**src/rtl/ssi_pkg.sv**
```systemverilog
// package for the segment intersection block: widths, status codes
// no dependencies
`default_nettype none
package ssi_pkg;
   localparam int COORD_BITS_DEF = 16;
   localparam int FRAC_BITS_DEF  = 16;
   localparam int IN_BITS        = 16;
   localparam int OUT_BITS       = 32;

   typedef enum logic [1:0] {
      ST_CROSS    = 2'd0,
      ST_PARALLEL = 2'd1,
      ST_OUTSIDE  = 2'd2
   } status_type;
endpackage
`default_nettype wire

```
**src/rtl/ssi_div_stage.sv**
```systemverilog
// one restoring division step per stage, registered, with stall
// depends on ssi_pkg
`default_nettype none
module ssi_div_stage import ssi_pkg::*; #(
   parameter int DW = 36,
   parameter int QW = 17,
   parameter int PW = 36
) (
   input  wire logic          clock,
   input  wire logic          reset,
   input  wire logic          adv,
   input  wire logic          in_valid,
   input  wire logic [DW-1:0] in_rem,
   input  wire logic [DW-1:0] in_den,
   input  wire logic [QW-1:0] in_q,
   input  wire logic [PW-1:0] in_pay,
   output logic               out_valid,
   output logic [DW-1:0]      out_rem,
   output logic [DW-1:0]      out_den,
   output logic [QW-1:0]      out_q,
   output logic [PW-1:0]      out_pay
);
   logic          valid_ff;
   logic [DW-1:0] rem_ff, den_ff, rem_in;
   logic [QW-1:0] q_ff, q_in;
   logic [PW-1:0] pay_ff;
   logic [DW:0]   sh;

   // shift then trial subtract; remainder stays below den so DW+1 bits suffice
   always_comb begin
      sh = {in_rem, 1'b0};
      if (sh >= {1'b0, in_den}) begin
         rem_in = DW'(sh - {1'b0, in_den});
         q_in   = {in_q[QW-2:0], 1'b1};
      end else begin
         rem_in = sh[DW-1:0];
         q_in   = {in_q[QW-2:0], 1'b0};
      end
   end

   always_ff @(posedge clock) begin
      if (reset) begin
         valid_ff <= 1'b0;
      end else if (adv) begin
         valid_ff <= in_valid;
      end
      if (adv) begin
         rem_ff <= rem_in;
         den_ff <= in_den;
         q_ff   <= q_in;
         pay_ff <= in_pay;
      end
   end

   assign out_valid = valid_ff;
   assign out_rem   = rem_ff;
   assign out_den   = den_ff;
   assign out_q     = q_ff;
   assign out_pay   = pay_ff;
endmodule
`default_nettype wire

```
**config.mk**
```make
export PLATFORM = sky130hd
export DESIGN_NAME = ssi_div_stage
export DESIGN_NICKNAME = d
export VERILOG_FILES = /design/src/rtl/ssi_pkg.sv /design/src/rtl/ssi_div_stage.sv
export SDC_FILE = /design/constraint.sdc
export NUM_CORES = 1
export LEC_CHECK = 0
export ABC_AREA = 1
export BUFFER_PORTS_ARGS = -buffer_cell sky130_fd_sc_hd__buf_4
export CELL_PAD_IN_SITES_DETAIL_PLACEMENT = 1
export CELL_PAD_IN_SITES_GLOBAL_PLACEMENT = 1
export CORE_MARGIN = 2
export CORE_UTILIZATION = 33
export DETAILED_ROUTE_END_ITERATION = 10
export PLACE_DENSITY_LB_ADDON = 0.1
export SYNTH_ARGS = -nofsm -noshare
export SYNTH_HDL_FRONTEND = slang
export SYNTH_SLANG_ARGS = --single-unit
export TNS_END_PERCENT = 5
```
**constraint.sdc**
```tcl
create_clock -name clock -period 1.9 [get_ports clock]
set_input_delay 0.38 -clock clock [delete_from_list [all_inputs] [get_ports clock]]
set_output_delay 0.38 -clock clock [all_outputs]
set_load 0.005 [all_outputs]
```
==> flow_summary.json <==
{
  "ys_types": 33,
  "n_antenna_cell": 0,
  "die_area_mm2": 0.0233,
  "final_cell_area_mm2": 0.0120,
  "synthesis.instances": 818,
  "vias_per_cell": 4.57,
  "peakVddDrop_mv": 0.496,
  "cts.hold.buffers_added": 0,
  "die_h_um": 153,
  "fmax_mhz": 546,
  "routedWlPerCell_um": 17.1,
  "grt_max_degree": 36,
  "grtUsageTotal": 0.218,
  "clk_latency_ns": 0.42,
  "postSynth.asyncResetShare": 0,
  "yosysSeqAreaShare": 0.518,
  "port_buffers": 253,
  "numCtsBuffers": 17,
  "clkTransAtPathRegs_ns": 0.06,
  "die_w_um": 153,
  "start_util": 0.335,
  "r2r-end": "out_valid",
  "layout_common_cells": "buf_4, nand2_1, edfxtp_1",
  "ff2ff_path_depth": 2,
  "place.gp.congestion": 0.927,
  "fin_crit_sh": 0.964,
  "setup_viol": 0,
  "first_global_vias": 7184,
  "relSlewSlack": 0.752,
  "vias": 6910,
  "finalCriticalPeriod_ns": 1.83,
  "fin_nets": 1385,
  "end_kind": "register",
  "cts.sinks": 126,
  "clock-root-buffer": "clkbuf_16",
  "rsz0062_at_grt": "true",
  "antenna_left": 0,
  "rows": 54,
  "syn_nets": 984,
  "path_class": "input pin to register",
  "finalMaxSlewViolations": 0,
  "regArea_mm2": 0.00377,
  "dr.pass1.iters": 4,
  "wirelength_um": 25900,
  "crit_arrival_ns": 2.01,
  "setup_tns_ns": 0,
  "ys_ff_latch": 126,
  "area_growth_syn_to_layout_pct": 64.8,
  "p_leak_nw": 5.73,
  "synthFlopType": "edfxtp_1",
  "clk_path_buf_depth": 2,
  "whs_endpoint": "out_valid",
  "regToRegSetupSlack_ns": 1.31,
  "worstPathMaxFanout": 8,
  "antenna_found_initial": 0,
  "htreeDepth": 4,
  "drt_first_iter_violations": 206,
  "synth_area_mm2": 0.00728,
  "tightest_slew_ns": 0.372,
  "cp-start-kind": "input pin",
  "pwr_density_cell_mw_per_mm2": 808,
  "layout_commonest_cell": "buf_4",
  "status": "finished, final reports clean",
  "synth_edf_count": 125,
  "postSynthAreaPerCell_um2": 8.90,
  "overflow": 0,
  "multi_input_area_mm2": 0.00362,
  "post-route-drc-count": 0,
  "p_total_mw": 9.69,
  "fillers": 2499,
  "fin_skew_ns": 0,
  "min_from": "reset",
  "dpl.hpwl_um": 20000,
  "hold_depth": 2,
  "drive_gt1_frac": 0.477,
  "ioPinCount": 255,
  "placed_area_mm2": 0.0108,
  "grt_pass1_wl_um": 39600,
  "hold_viol_final": 0,
  "yosysWarnings": 0,
  "cts_tree": "built",
  "required_ns": 2.07,
  "core-area_mm2": 0.0218,
  "worstHoldPathType": "input pin to register",
  "drv_cap": 0,
  "fin_hold_ws_ns": 0.110,
  "r2r-start": "out_valid"
}
==> worst max path at each step <==
stage                           from     endpoint  slack, ns  depth (start not counted)
after floorplan           in_den[30]  out_rem[31]      -0.01                         11
after global placement     in_rem[4]  out_rem[31]      -0.47                         15
after detailed placement   in_den[5]  out_rem[31]      -0.48                         16
after CTS                  in_den[4]  out_rem[34]       0.02                         13
after global routing       in_rem[0]  out_rem[28]      -0.02                         15
final                      in_rem[0]  out_rem[26]       0.07                         12
==> state kept, by name, summed over array words and instances, names as in the netlist <==
| register | count |
|---|---|
| out_den | 36 |
| out_valid | 1 |
| out_rem | 36 |
| out_q | 17 |
| out_pay | 36 |
==> kinds of logic (layout without fill, tap and decap cells) <==
group	after synthesis	in the layout	synth area share
AOI/OAI and AO/OA	43	43	0.0351
and+or+nand+nor	450	450	0.278
xor gates and xnor gates	18	18	0.0217
adders and majority gates	37	37	0.0646
muxes	1	1	0.00138
buffers and inverters	143	557	0.0810
DFF	126	126	0.518
==> per-stage QoR <==
step | utilization | worst slack [ns] | cells
after floorplan | - | -0.0133 | 818
after global placement | 0.498 | -0.468 | 1473
after detailed placement | 0.498 | -0.481 | 1473
after CTS | 0.527 | 0.0173 | 1505
after global routing | 0.551 | -0.0210 | 1512
final | 0.551 | 0.0687 | 1512
==> metal layers <==
metal  routed length [um]  track usage  vias up
li1                     -            -     3457
met1                11500        0.283     3235
met2                12800        0.369      193
met3                 1140       0.0356       25
met4                  462       0.0776        0
met5                    0            0        -
==> worst max-delay path, stage by stage <==
cell	delay (ns)
buf_4	0.11
buf_4	0.13
ha_4	0.23
buf_4	0.13
ha_2	0.16
nand3_1	0.08
nor2_1	0.05
nand3_2	0.09
nand4_4	0.25
clkbuf_16	0.26
nand3_2	0.06
nand2_1	0.05
==> area by class of cell <==
class                   instances  share of cell area
clock buffers                  18              0.0358
flip-flops and latches        126               0.315
multi-input cells             549               0.302
well taps                     280              0.0292
clock inverters                14              0.0171
inverters                     134              0.0421
repair buffers                391               0.259
==> cells in the mapped netlist (5+ instances only) <==
| cell | instances | area, um^2 |
|---|---|---|
| nand2_1 | 270 | 1010 |
| inv_1 | 133 | 499 |
| edfxtp_1 | 125 | 3750 |
| nand3_1 | 65 | 325 |
| nor2_1 | 51 | 191 |
| ha_1 | 36 | 450 |
| a21oi_1 | 25 | 125 |
| xor2_1 | 17 | 149 |
| nand3_2 | 12 | 120 |
| nand2_2 | 11 | 68.8 |
| nand3b_1 | 10 | 75.1 |
| nor2_2 | 10 | 62.6 |
| o21bai_1 | 8 | 60.1 |
| nor3_1 | 7 | 35.0 |
| buf_6 | 5 | 56.3 |
| nand4_1 | 5 | 31.3 |
==> report_power, final <==
part	total [mW]	internal, mW	switching (mW)
Sequential	3.48	3.39	0.0823
Clock	3.64	2.23	1.41
Combinational	2.57	1.33	1.25
Total	9.69	6.95	2.74
==> timing repair <==
action	CTS	global route
pin swaps	0	16
gates cloned	0	2
setup endpoints to repair	3	36
buffers inserted	0	5
resized for setup	2	113
Power figures use the tool's default switching activity.
